$ cat config.mk
export PLATFORM = sky130hd
export DESIGN_NAME = nmea_checksum_baud_lock_unit
export DESIGN_NICKNAME = d
export VERILOG_FILES = /design/src/rtl/ncbl_pkg.sv /design/src/rtl/nmea_checksum_baud_lock_unit.sv /design/src/rtl/ncbl_line_check.sv /design/src/rtl/ncbl_lock_ctrl.sv
export SDC_FILE = /design/constraint.sdc
export NUM_CORES = 1
export LEC_CHECK = 0
export ABC_CLOCK_PERIOD_IN_PS = 4330
export BUFFER_PORTS_ARGS = -buffer_cell sky130_fd_sc_hd__clkbuf_2
export CAP_MARGIN = 10
export CELL_PAD_IN_SITES_DETAIL_PLACEMENT = 1
export CELL_PAD_IN_SITES_GLOBAL_PLACEMENT = 2
export CORE_UTILIZATION = 36
export DETAILED_ROUTE_END_ITERATION = 6
export PLACE_DENSITY = 0.74
export SLEW_MARGIN = 20
export SYNTH_ARGS = -nofsm -noshare
export SYNTH_HDL_FRONTEND = slang
export SYNTH_SLANG_ARGS = --single-unit
$ cat constraint.sdc
create_clock -name clk_i -period 4.33 [get_ports clk_i]
set_input_delay 0.866 -clock clk_i [delete_from_list [all_inputs] [get_ports clk_i]]
set_output_delay 0.866 -clock clk_i [all_outputs]
set_load 0.1 [all_outputs]
$ cat src/rtl/ncbl_pkg.sv
// ----------------------------------------------------------------------------
// ncbl_pkg
// shared types, character codes and helpers for the checksum / baud lock unit
// ----------------------------------------------------------------------------
package ncbl_pkg;

  localparam logic [7:0] CharDollar = 8'h24;
  localparam logic [7:0] CharBang   = 8'h21;
  localparam logic [7:0] CharStar   = 8'h2A;
  localparam logic [7:0] CharLf     = 8'h0A;
  localparam logic [7:0] CharCr     = 8'h0D;

  localparam int unsigned MinCheckLen     = 4;
  localparam int unsigned MinPlausibleLen = 6;

  // configuration register indexes
  typedef enum logic [1:0] {
    CfgWindowTicks    = 2'd0,
    CfgLockThreshold  = 2'd1,
    CfgSilenceTicks   = 2'd2,
    CfgCandidateCount = 2'd3
  } cfg_index_e;

  // status of the line that the current word ends
  typedef struct packed {
    logic line_end;
    logic checksum_ok;
    logic plausible;
  } line_status_t;

  typedef struct packed {
    logic       valid;
    logic [3:0] value;
  } hex_digit_t;

  function automatic hex_digit_t hex_decode(input logic [7:0] c);
    hex_digit_t r;
    r.valid = 1'b1;
    r.value = 4'd0;
    if (c >= 8'h30 && c <= 8'h39) begin
      r.value = 4'(c - 8'h30);
    end else if (c >= 8'h41 && c <= 8'h46) begin
      r.value = 4'(c - 8'h41 + 8'd10);
    end else if (c >= 8'h61 && c <= 8'h66) begin
      r.value = 4'(c - 8'h61 + 8'd10);
    end else begin
      r.valid = 1'b0;
    end
    return r;
  endfunction

  function automatic logic is_start_char(input logic [7:0] c);
    return (c == CharDollar) || (c == CharBang);
  endfunction

endpackage

$ cat src/rtl/nmea_checksum_baud_lock_unit.sv
// ----------------------------------------------------------------------------
// nmea_checksum_baud_lock_unit
// line checksum validation and baud-rate scan / lock control
// ----------------------------------------------------------------------------
// path: an accepted word passes the input register, then the result register
// throughput: one word per cycle unless out_ready_i stalls the two-stage pipe;
//   while a result waits, a new word is taken only into an empty input register
// reset: asynchronous active low; scanning at candidate 0, counters and line
//   state cleared, configuration back to its default values
module nmea_checksum_baud_lock_unit #(
  parameter int unsigned LINE_CAPACITY = 95
) (
  input  logic        clk_i,
  input  logic        rst_ni,
  // configuration write port
  input  logic        cfg_we_i,
  input  logic [1:0]  cfg_index_i,
  input  logic [15:0] cfg_data_i,
  // input words
  input  logic        in_valid_i,
  output logic        in_ready_o,
  input  logic        mode_i,
  input  logic [7:0]  byte_value_i,
  // result words
  output logic        out_valid_o,
  input  logic        out_ready_i,
  output logic        line_end_o,
  output logic        checksum_ok_o,
  output logic        plausible_o,
  output logic        locked_o,
  output logic [2:0]  candidate_index_o,
  output logic        retune_o
);

  localparam int unsigned LenW = $clog2(LINE_CAPACITY + 1);

  // configuration registers
  logic [15:0] window_ticks_q;
  logic [3:0]  lock_threshold_q;
  logic [15:0] silence_ticks_q;
  logic [3:0]  candidate_count_q;

  always_ff @(posedge clk_i or negedge rst_ni) begin
    if (!rst_ni) begin
      window_ticks_q    <= 16'd1000;
      lock_threshold_q  <= 4'd2;
      silence_ticks_q   <= 16'd10000;
      candidate_count_q <= 4'd6;
    end else if (cfg_we_i) begin
      unique case (ncbl_pkg::cfg_index_e'(cfg_index_i))
        ncbl_pkg::CfgWindowTicks:    window_ticks_q    <= cfg_data_i;
        ncbl_pkg::CfgLockThreshold:  lock_threshold_q  <= cfg_data_i[3:0];
        ncbl_pkg::CfgSilenceTicks:   silence_ticks_q   <= cfg_data_i;
        ncbl_pkg::CfgCandidateCount: candidate_count_q <= cfg_data_i[3:0];
        default: ;
      endcase
    end
  end

  // input register stage
  logic       s1_valid_q;
  logic       s1_mode_q;
  logic [7:0] s1_byte_q;
  logic       s1_fire;   // stage 1 word moves into the result register

  assign s1_fire    = s1_valid_q && (!out_valid_o || out_ready_i);
  assign in_ready_o = !s1_valid_q || s1_fire;

  always_ff @(posedge clk_i or negedge rst_ni) begin
    if (!rst_ni) begin
      s1_valid_q <= 1'b0;
    end else if (in_ready_o) begin
      s1_valid_q <= in_valid_i;
    end
  end

  always_ff @(posedge clk_i) begin
    if (in_ready_o && in_valid_i) begin
      s1_mode_q <= mode_i;
      s1_byte_q <= byte_value_i;
    end
  end

  // processing: line checks feed the lock controller, a restart clears the line
  ncbl_pkg::line_status_t status;
  logic                   restart;
  logic                   locked_nx;
  logic [2:0]             cand_nx;

  ncbl_line_check #(
    .LineCapacity (LINE_CAPACITY),
    .LenW         (LenW)
  ) u_line (
    .clk_i        (clk_i),
    .rst_ni       (rst_ni),
    .fire_i       (s1_fire),
    .mode_i       (s1_mode_q),
    .byte_value_i (s1_byte_q),
    .clear_i      (restart),
    .status_o     (status)
  );

  ncbl_lock_ctrl u_lock (
    .clk_i             (clk_i),
    .rst_ni            (rst_ni),
    .fire_i            (s1_fire),
    .mode_i            (s1_mode_q),
    .status_i          (status),
    .window_ticks_i    (window_ticks_q),
    .lock_threshold_i  (lock_threshold_q),
    .silence_ticks_i   (silence_ticks_q),
    .candidate_count_i (candidate_count_q),
    .restart_o         (restart),
    .locked_o          (locked_nx),
    .candidate_index_o (cand_nx)
  );

  // result register
  logic out_valid_q;

  always_ff @(posedge clk_i or negedge rst_ni) begin
    if (!rst_ni) begin
      out_valid_q <= 1'b0;
    end else if (!out_valid_q || out_ready_i) begin
      out_valid_q <= s1_valid_q;
    end
  end

  always_ff @(posedge clk_i) begin
    if (s1_fire) begin
      line_end_o        <= status.line_end;
      checksum_ok_o     <= status.checksum_ok;
      plausible_o       <= status.plausible;
      locked_o          <= locked_nx;
      candidate_index_o <= cand_nx;
      retune_o          <= restart;
    end
  end

  assign out_valid_o = out_valid_q;

endmodule

$ cat src/rtl/ncbl_line_check.sv
// ----------------------------------------------------------------------------
// ncbl_line_check
// line assembly state and checksum / plausibility checks on line end
// ----------------------------------------------------------------------------
module ncbl_line_check #(
  parameter int unsigned LineCapacity = 95,
  parameter int unsigned LenW         = 7
) (
  input  logic                  clk_i,
  input  logic                  rst_ni,
  input  logic                  fire_i,
  input  logic                  mode_i,
  input  logic [7:0]            byte_value_i,
  input  logic                  clear_i,
  output ncbl_pkg::line_status_t status_o
);

  logic [LenW-1:0] len_q, len_d;
  logic [7:0]      xor_q, xor_d;
  logic [7:0]      first_q, first_d;
  logic [23:0]     tail_q, tail_d;

  ncbl_pkg::hex_digit_t hi, lo;
  logic                 is_lf, is_cr;
  logic [7:0]           body;

  assign hi    = ncbl_pkg::hex_decode(tail_q[15:8]);
  assign lo    = ncbl_pkg::hex_decode(tail_q[7:0]);
  assign is_lf = !mode_i && (byte_value_i == ncbl_pkg::CharLf);
  assign is_cr = !mode_i && (byte_value_i == ncbl_pkg::CharCr);
  assign body  = xor_q ^ tail_q[23:16] ^ tail_q[15:8] ^ tail_q[7:0];

  always_comb begin
    status_o.line_end    = is_lf;
    status_o.checksum_ok = is_lf
                           && (len_q >= LenW'(ncbl_pkg::MinCheckLen))
                           && ncbl_pkg::is_start_char(first_q)
                           && (tail_q[23:16] == ncbl_pkg::CharStar)
                           && hi.valid && lo.valid
                           && (body == {hi.value, lo.value});
    status_o.plausible   = is_lf
                           && (len_q >= LenW'(ncbl_pkg::MinPlausibleLen))
                           && ncbl_pkg::is_start_char(first_q);
  end

  always_comb begin
    len_d   = len_q;
    xor_d   = xor_q;
    first_d = first_q;
    tail_d  = tail_q;
    if (mode_i) begin
      if (clear_i) begin
        len_d = '0;
      end
    end else if (is_lf) begin
      len_d = '0;
    end else if (!is_cr && (len_q < LenW'(LineCapacity))) begin
      if (len_q == '0) begin
        first_d = byte_value_i;
        xor_d   = 8'd0;
      end else begin
        xor_d = xor_q ^ byte_value_i;
      end
      tail_d = {tail_q[15:0], byte_value_i};
      len_d  = len_q + LenW'(1);
    end
  end

  always_ff @(posedge clk_i or negedge rst_ni) begin
    if (!rst_ni) begin
      len_q   <= '0;
      xor_q   <= 8'd0;
      first_q <= 8'd0;
      tail_q  <= 24'd0;
    end else if (fire_i) begin
      len_q   <= len_d;
      xor_q   <= xor_d;
      first_q <= first_d;
      tail_q  <= tail_d;
    end
  end

endmodule

$ cat src/rtl/ncbl_lock_ctrl.sv
// ----------------------------------------------------------------------------
// ncbl_lock_ctrl
// candidate scan, lock decision and silence watchdog
// ----------------------------------------------------------------------------
module ncbl_lock_ctrl (
  input  logic                   clk_i,
  input  logic                   rst_ni,
  input  logic                   fire_i,
  input  logic                   mode_i,
  input  ncbl_pkg::line_status_t status_i,
  input  logic [15:0]            window_ticks_i,
  input  logic [3:0]             lock_threshold_i,
  input  logic [15:0]            silence_ticks_i,
  input  logic [3:0]             candidate_count_i,
  output logic                   restart_o,
  output logic                   locked_o,
  output logic [2:0]             candidate_index_o
);

  logic        locked_q, locked_d;
  logic [2:0]  cand_q, cand_d;
  logic [15:0] win_q, win_d;
  logic [3:0]  valid_q, valid_d;
  logic [15:0] sil_q, sil_d;

  logic [3:0]  cnt_eff;
  logic [3:0]  next_idx;
  logic [15:0] win_inc, sil_inc;
  logic [3:0]  valid_inc;

  always_comb begin
    if (candidate_count_i == 4'd0) begin
      cnt_eff = 4'd1;
    end else if (candidate_count_i > 4'd8) begin
      cnt_eff = 4'd8;
    end else begin
      cnt_eff = candidate_count_i;
    end
    next_idx  = {1'b0, cand_q} + 4'd1;
    win_inc   = (win_q == 16'hFFFF) ? win_q : win_q + 16'd1;
    sil_inc   = (sil_q == 16'hFFFF) ? sil_q : sil_q + 16'd1;
    valid_inc = (status_i.checksum_ok && valid_q != 4'hF) ? valid_q + 4'd1 : valid_q;
  end

  always_comb begin
    locked_d  = locked_q;
    cand_d    = cand_q;
    win_d     = win_q;
    valid_d   = valid_q;
    sil_d     = sil_q;
    restart_o = 1'b0;
    if (mode_i) begin
      if (!locked_q) begin
        win_d = win_inc;
        if (win_inc >= window_ticks_i) begin
          cand_d    = (next_idx >= cnt_eff) ? 3'd0 : next_idx[2:0];
          valid_d   = 4'd0;
          win_d     = 16'd0;
          restart_o = 1'b1;
        end
      end else begin
        sil_d = sil_inc;
        if (sil_inc >= silence_ticks_i) begin
          locked_d  = 1'b0;
          cand_d    = 3'd0;
          valid_d   = 4'd0;
          win_d     = 16'd0;
          restart_o = 1'b1;
        end
      end
    end else if (status_i.line_end) begin
      if (!locked_q) begin
        valid_d = valid_inc;
        if (valid_inc >= lock_threshold_i) begin
          locked_d = 1'b1;
          sil_d    = 16'd0;
        end
      end else if (status_i.plausible) begin
        sil_d = 16'd0;
      end
    end
  end

  assign locked_o          = locked_d;
  assign candidate_index_o = cand_d;

  always_ff @(posedge clk_i or negedge rst_ni) begin
    if (!rst_ni) begin
      locked_q <= 1'b0;
      cand_q   <= 3'd0;
      win_q    <= 16'd0;
      valid_q  <= 4'd0;
      sil_q    <= 16'd0;
    end else if (fire_i) begin
      locked_q <= locked_d;
      cand_q   <= cand_d;
      win_q    <= win_d;
      valid_q  <= valid_d;
      sil_q    <= sil_d;
    end
  end

endmodule
# Word-level counts from Yosys, hierarchy flattened
# Index checks and enable logic that the tools add are counted.
# Widths: inputs -> output; s select.
# word_totals
reg_bits	146
inputBits	32
out_inout_bits	10
wordCells	177
# op_classes
n_addsub	15
magnitude_cmp	20
n_eq_ne	18
mux	52
n_bitwise	6
n_reduce_logical	43
# ops
operator	count
$mux 16	11
$mux 4	15
$add 16x1->16 const B	2
$eq 16x16->1 const B	2
$ge 16x16->1	2
$ge 8x7->1 const B	4
$le 8x7->1 const B	4
$xor 8x8->8	4
$mux 7	4
$eq 8x6->1 const B	3
$sub 4x1->4 const B	6
$logic_and 1x1->1	20
$add 4x4->4 const B	4
$eq 8x4->1 const B	2
$ge 8x6->1 const B	2
$le 8x6->1 const B	2
$mux 1	16
$mux 3	5
$reduce_and 5->1	3
$ge 7x3->1 const B	2
$eq 8x8->1	1
$ge 4x4->1	2
$mux 8	1
$reduce_and 2->1	4
22 further kinds	33

# Depth between registers and ports, before layout
# depth
depth_word	15
mapped_depth	21
ltp_nobuf	19

# Modules after synthesis
# From an unflattened synthesis, not the netlist that was laid out.
# unflattened
cells_unflattened	853
hier_area_um2	8839.7
# by_module_without_submodules
mod	n_inst	cells_per_inst	area_each_um2	seq_area_each_um2
ncbl_lock_ctrl	1	481	3941.3	1001.0
ncbl_line_check	1	261	2762.6	1176.1
nmea_checksum_baud_lock_unit	1	111	2135.8	1579.0

# Worst setup path after synthesis
# OpenSTA, ideal clock, no wires.
# synth_path
path_type	reg-to-reg
startpoint	reg u_line.tail_q[1]
endpoint	reg u_lock.sil_q[6]
setup_time_ns	0.121
arrival_ns	4.552
required_time_ns	4.209
path_slack_ns	-0.343
path_stages_with_launch	21
n_path_buf	2
period_less_slack_ns	4.673
cell_sequence	dfrtp_1 inv_1 ha_1 nor3b_1 nor2_4 and4_2 or3_1 or4_4 a2111oi_4 buf_6 nand2_4 mux2_4 ha_1 a21o_1 a21o_1 a21oi_1 nor2_1 o221ai_1 clkbuf_1 o21ai_0 a22o_1
# synth_via
elab_chain_cells	12
elab_cells_between_ends	29
cone_classes	add/sub: 5; order compare: 7; eq/ne: 1; mux: 7; bitwise: 1; reduce/logical: 8
# synth_rtl
element	line_no	text
start: declaration	ncbl_line_check.sv:21	logic [23:0] tail_q, tail_d;
start signal: assignment	ncbl_line_check.sv:79	tail_q <= tail_d;
$sub 4x1->4, or another cell as far along	ncbl_pkg.sv:43, ncbl_pkg.sv:45	
$add 4x4->4 / $logic_and 1x1->1 (equally long branches)	ncbl_pkg.sv:43, ncbl_pkg.sv:45, ncbl_pkg.sv:44	
$mux 4 / $mux 1 (equally long branches)	ncbl_pkg.sv:44	end else if (c >= 8'h61 && c <= 8'h66) begin
$mux 4 / $mux 1 (equally long branches)	ncbl_pkg.sv:42	end else if (c >= 8'h41 && c <= 8'h46) begin
$mux 4 / $mux 1 (equally long branches)	ncbl_pkg.sv:40	if (c >= 8'h30 && c <= 8'h39) begin
$eq 8x8->1 / $logic_and 1x1->1 (equally long branches)	ncbl_line_check.sv:40, ncbl_line_check.sv:39	
$logic_and 1x1->1 (*)	ncbl_line_check.sv:40	&& (body == {hi.value, lo.value});
$logic_and 1x1->1 (*)	ncbl_lock_ctrl.sv:42	valid_inc = (status_i.checksum_ok && valid_q != 4'hF) ? valid_q + 4'd1 : valid_q;
$mux 4 (*)	ncbl_lock_ctrl.sv:42	
$ge 4x4->1 (*)	ncbl_lock_ctrl.sv:74	if (valid_inc >= lock_threshold_i) begin
$reduce_bool 2->1 (no source line) (*)	--	
$reduce_and 5->1 (no source line) (*)	--	
end signal: assignment	ncbl_lock_ctrl.sv:99	sil_q <= sil_d;
end: declaration	ncbl_lock_ctrl.sv:24	logic [15:0] sil_q, sil_d;
# Mark *: on every way between the ends. The rest lies on a longest branch, timed or not.
# A chain may end at the register's enable or synchronous reset.

# Worst setup path after layout
# layout_path
startpoint	reg u_line.tail_q[7]
endpoint	reg u_lock.locked_q
# layout_via
elab_chain_cells	14
elab_cells_between_ends	26
cone_classes	order compare: 7; eq/ne: 1; mux: 11; bitwise: 1; reduce/logical: 6
# layout_rtl
element	line_no	text
$ge 8x7->1 / $le 8x7->1 (equally long branches)	ncbl_pkg.sv:44	
$logic_and 1x1->1	ncbl_pkg.sv:44	
$mux 4 / $mux 1 (equally long branches)	ncbl_pkg.sv:44	
$mux 4 / $mux 1 (equally long branches)	ncbl_pkg.sv:42	
$mux 4 / $mux 1 (equally long branches)	ncbl_pkg.sv:40	
$eq 8x8->1 / $logic_and 1x1->1 (equally long branches)	ncbl_line_check.sv:40, ncbl_line_check.sv:39	
$logic_and 1x1->1 (*)	ncbl_line_check.sv:40	
$logic_and 1x1->1 (*)	ncbl_lock_ctrl.sv:42	
$mux 4 (*)	ncbl_lock_ctrl.sv:42	
$ge 4x4->1 (*)	ncbl_lock_ctrl.sv:74	
$mux 1 (*)	ncbl_lock_ctrl.sv:74	
$mux 1 (*)	ncbl_lock_ctrl.sv:72	if (!locked_q) begin
$mux 1 (*)	ncbl_lock_ctrl.sv:71	end else if (status_i.line_end) begin
$mux 1 (*)	ncbl_lock_ctrl.sv:52	if (mode_i) begin
named net locked_nx	nmea_checksum_baud_lock_unit.sv:87	logic locked_nx;
end signal: assignment	ncbl_lock_ctrl.sv:95	locked_q <= locked_d;
end: declaration	ncbl_lock_ctrl.sv:20	logic locked_q, locked_d;
# Mark *: on every way through the listed nets, which the timed path passes. The rest lies on a longest branch.

==> results.ini <==
[run]
max_cap_viol_count = 0

[global_routing]
grt_antenna_before_repair = 0
first_global_vias = 7092
grt_pass1_wl_mm = 37.7
grt_overflow_total = 0
grt.total_usage_pct = 20.0
grt_max_degree = 96

[synthesis]
synth_commonest_cells = nand2_1, dfrtp_1, o21ai_0, ha_1, inv_1
synth_xor_area_share_pct = 5.65
yosys_register_bits = 146
syn_inst = 903
synth_compound_area_share_pct = 12.3
synth_top_area_cell = dfrtp_1
yosysWarnings = 0
synthAdderAreaFrac_pct = 7.92
synth_top_cells_by_area = dfrtp_1, ha_1, nand2_1
synth_top_family_by_area = simple AND/OR/NAND/NOR gates
synth_edf_count = 17
async_flop_share_pct = 88.4
synth_seq_area_share_pct = 44.0
synth_top_area_share_pct = 33.7
syn_nets = 989
synth.most_common_cell = nand2_1
ys_types = 69
synth-simple-area-share_pct = 20.5
avgSynthCellArea_um2 = 9.45
netlist_area_um2 = 8530
synth_mux_area_share_pct = 5.69
ys.flop_type = dfrtp_1

[worst_hold_path]
min-delay-path-class = flop to flop
holdPathStages = 1
min_from = s1_valid_q
whs_endpoint = out_valid_o

[route]
post_drt_wl_per_cell_um = 17.2
first_iter_violations = 275
wl_mm = 22.8
drc = 0
vias_per_cell = 5.10
ant_nets = 0
num_vias = 6767
first_pass_iters = 4

[placement]
dp_cells = 1290
dpl.hpwl_mm = 16.9
gp_congestion = 0.793
port_buffers = 41

[clocking]
clk-insertion-delay-late_ns = 0.42
cts_buffers = 17
cts.htree.levels = 4
cts_tree = done
cts_sinks = 146
clk_pin_slew_worst_paths_ns = 0.06
cts_buffer_depth = 2
cts.hold.buffers_added = 0
cts-root-buf = clkbuf_16

[critical_path]
critPathRequiredTime_ns = 4.63
critPathMaxStageDelay_ns = 0.57
r2r_cells = 19
endpoint_kind = flop
reg2reg_to = u_lock.locked_q
path_class = flop to flop
worstReg2RegStart = u_line.tail_q[7]
startpoint_type = flop
path_buf_inv = 2
cp.arrival_ns = 4.76
cp_top_family = simple AND/OR/NAND/NOR gates
critPathLaunch = u_line.tail_q[7]
r2r_slack_ns = -0.12
worst-path-stages = 19
worstPathCellList = or4b_4 > nor2_4 > a21oi_2 > or3_4 > or4_4 > a2111oi_4 > buf_4 > nand2_4 > xor2_1 > ha_1 > nand2b_4 > a21o_1 > a21o_1 > a21oi_2 > nor2_2 > buf_4 > a21oi_1 > o21ai_0 > mux2_2
critical_path.max_fanout = 4
worst_path_max_delay_cell = or4b_4

[finish]
fillers = 2596
finalNonFillerCells = 1327
syn_to_final_growth_pct = 22.4
drive_gt1_share_pct = 24.5
diodes = 0
nNetsFinal = 1087
multiInputGateArea_um2 = 4650
ff_latch_area_um2 = 3760

[floorplanning]
die_h_um = 156
coreArea_um2 = 22900
die_area_um2 = 24300
ios = 42
die_w_um = 156
start_util_pct = 37.2
core.rowCount = 55

[timing]
slew_viol_final = 0
timing.setup.tns_ns = -1.25
hold_violations = 0
setup_viol = 17
max_freq_ghz = 0.224
fin_crit_sh_pct = 103
finClkSkew_ns = 0.0110
worst_pin_slew_ns = 1.07
worst_slack_ns = -0.125
fin_crit_ns = 4.45
slew_headroom_pct = 28.2
rsz0062_at_grt = yes

[power]
powerDensity_nw_per_um2 = 490
total_power_mw = 5.11
vdd_drop_max_uv = 263
leakage_nw = 4.69

[outcome]
violations = negative setup slack
status = complete, but fails checks

==> how the worst max path moves through the flow <==
stage / end
4_1_cts: u_lock.sil_q[8]
2_1_floorplan: u_lock.sil_q[6]
5_1_grt: u_lock.sil_q[6]
3_5_place_dp: u_lock.sil_q[3]
3_3_place_gp: u_lock.sil_q[6]
6_report: u_lock.locked_q
==> layout make-up <==
cell class / instances / share of cell area [%]
inverter: 55 / 1.98
sequential: 146 / 36.0
timing repair buffer: 109 / 7.49
tap: 313 / 3.75
multi-input combinational: 672 / 44.5
clock inverter: 15 / 2.21
clock buffer: 17 / 4.07
==> metal layers <==
layer | up-vias | share of wire [%] | GRT usage, %
met5 | - | 0 | 0
met1 | 3349 | 49 | 28.0
li1 | 3353 | - | -
met2 | 50 | 48 | 32.1
met4 | 0 | 0.80 | 5.14
met3 | 15 | 2.7 | 3.06
==> sequential cells by signal, summed over array words and instances (netlist names), 3 cells and up <==
| signal | flops |
|---|---|
| lock_threshold_q | 4 |
| u_line.first_q | 8 |
| u_line.tail_q | 24 |
| u_line.xor_q | 8 |
| candidate_count_q | 4 |
| candidate_index_o | 3 |
| u_lock.win_q | 16 |
| s1_byte_q | 8 |
| u_line.len_q | 7 |
| u_lock.sil_q | 16 |
| window_ticks_q | 16 |
| u_lock.cand_q | 3 |
| silence_ticks_q | 16 |
| u_lock.valid_q | 4 |
==> where the power goes <==
group	leakage, nW	switching [mW]	internal (mW)
clock network	0.299	0.611	1.03
registers	1.76	0.247	1.68
logic	2.63	0.846	0.704
==> cell families (layout without fill, tap and decap cells) <==
logic type                 count (synthesis)  in the layout
and+or+nand+nor                          356            356
AOI/OAI and AO/OA                        164            164
DFF                                      146            146
buffers and inverters                     85            196
xor gates and xnor gates                  55             55
adders and majority gates                 54             54
muxes                                     43             43
==> repair_timing <==
action | 4_1_cts | 5_1_grt
cloned | 1 | 0
hold endpoints to repair | 0 | 0
buffers inserted | 3 | 2
setup endpoints to repair | 18 | 49
pin swaps | 3 | 2
resized for setup | 24 | 26
==> through the flow <==
step | util [%] | hold slack, ns | area [um2] | setup WS [ns]
after floorplan | - | 0.457 | 8590 | -0.0512
after global placement | 41.8 | 0.489 | 9570 | -0.0756
after detailed placement | 41.8 | 0.481 | 9570 | -0.187
after CTS | 45.2 | 0.496 | 10400 | -0.149
after global routing | 45.6 | 0.516 | 10400 | -0.304
final | 45.6 | 0.493 | 10400 | -0.125
==> cell usage in the layout (no fill, tap or decap), types with 17 or more instances in the layout <==
cell / Yosys / routed
nor2_1: 52 / 51
inv_1: 54 / 52
clkbuf_16: 0 / 17
mux2_2: 40 / 40
edfxtp_1: 17 / 17
clkbuf_2: 0 / 40
ha_1: 54 / 51
nand2b_1: 22 / 20
o21ai_0: 64 / 52
buf_4: 0 / 60
xor2_1: 20 / 20
nand3_1: 37 / 36
xnor2_1: 35 / 35
a21oi_1: 29 / 26
nand2_1: 149 / 143
dfrtp_1: 115 / 114
(Power assumes the default switching activity.)
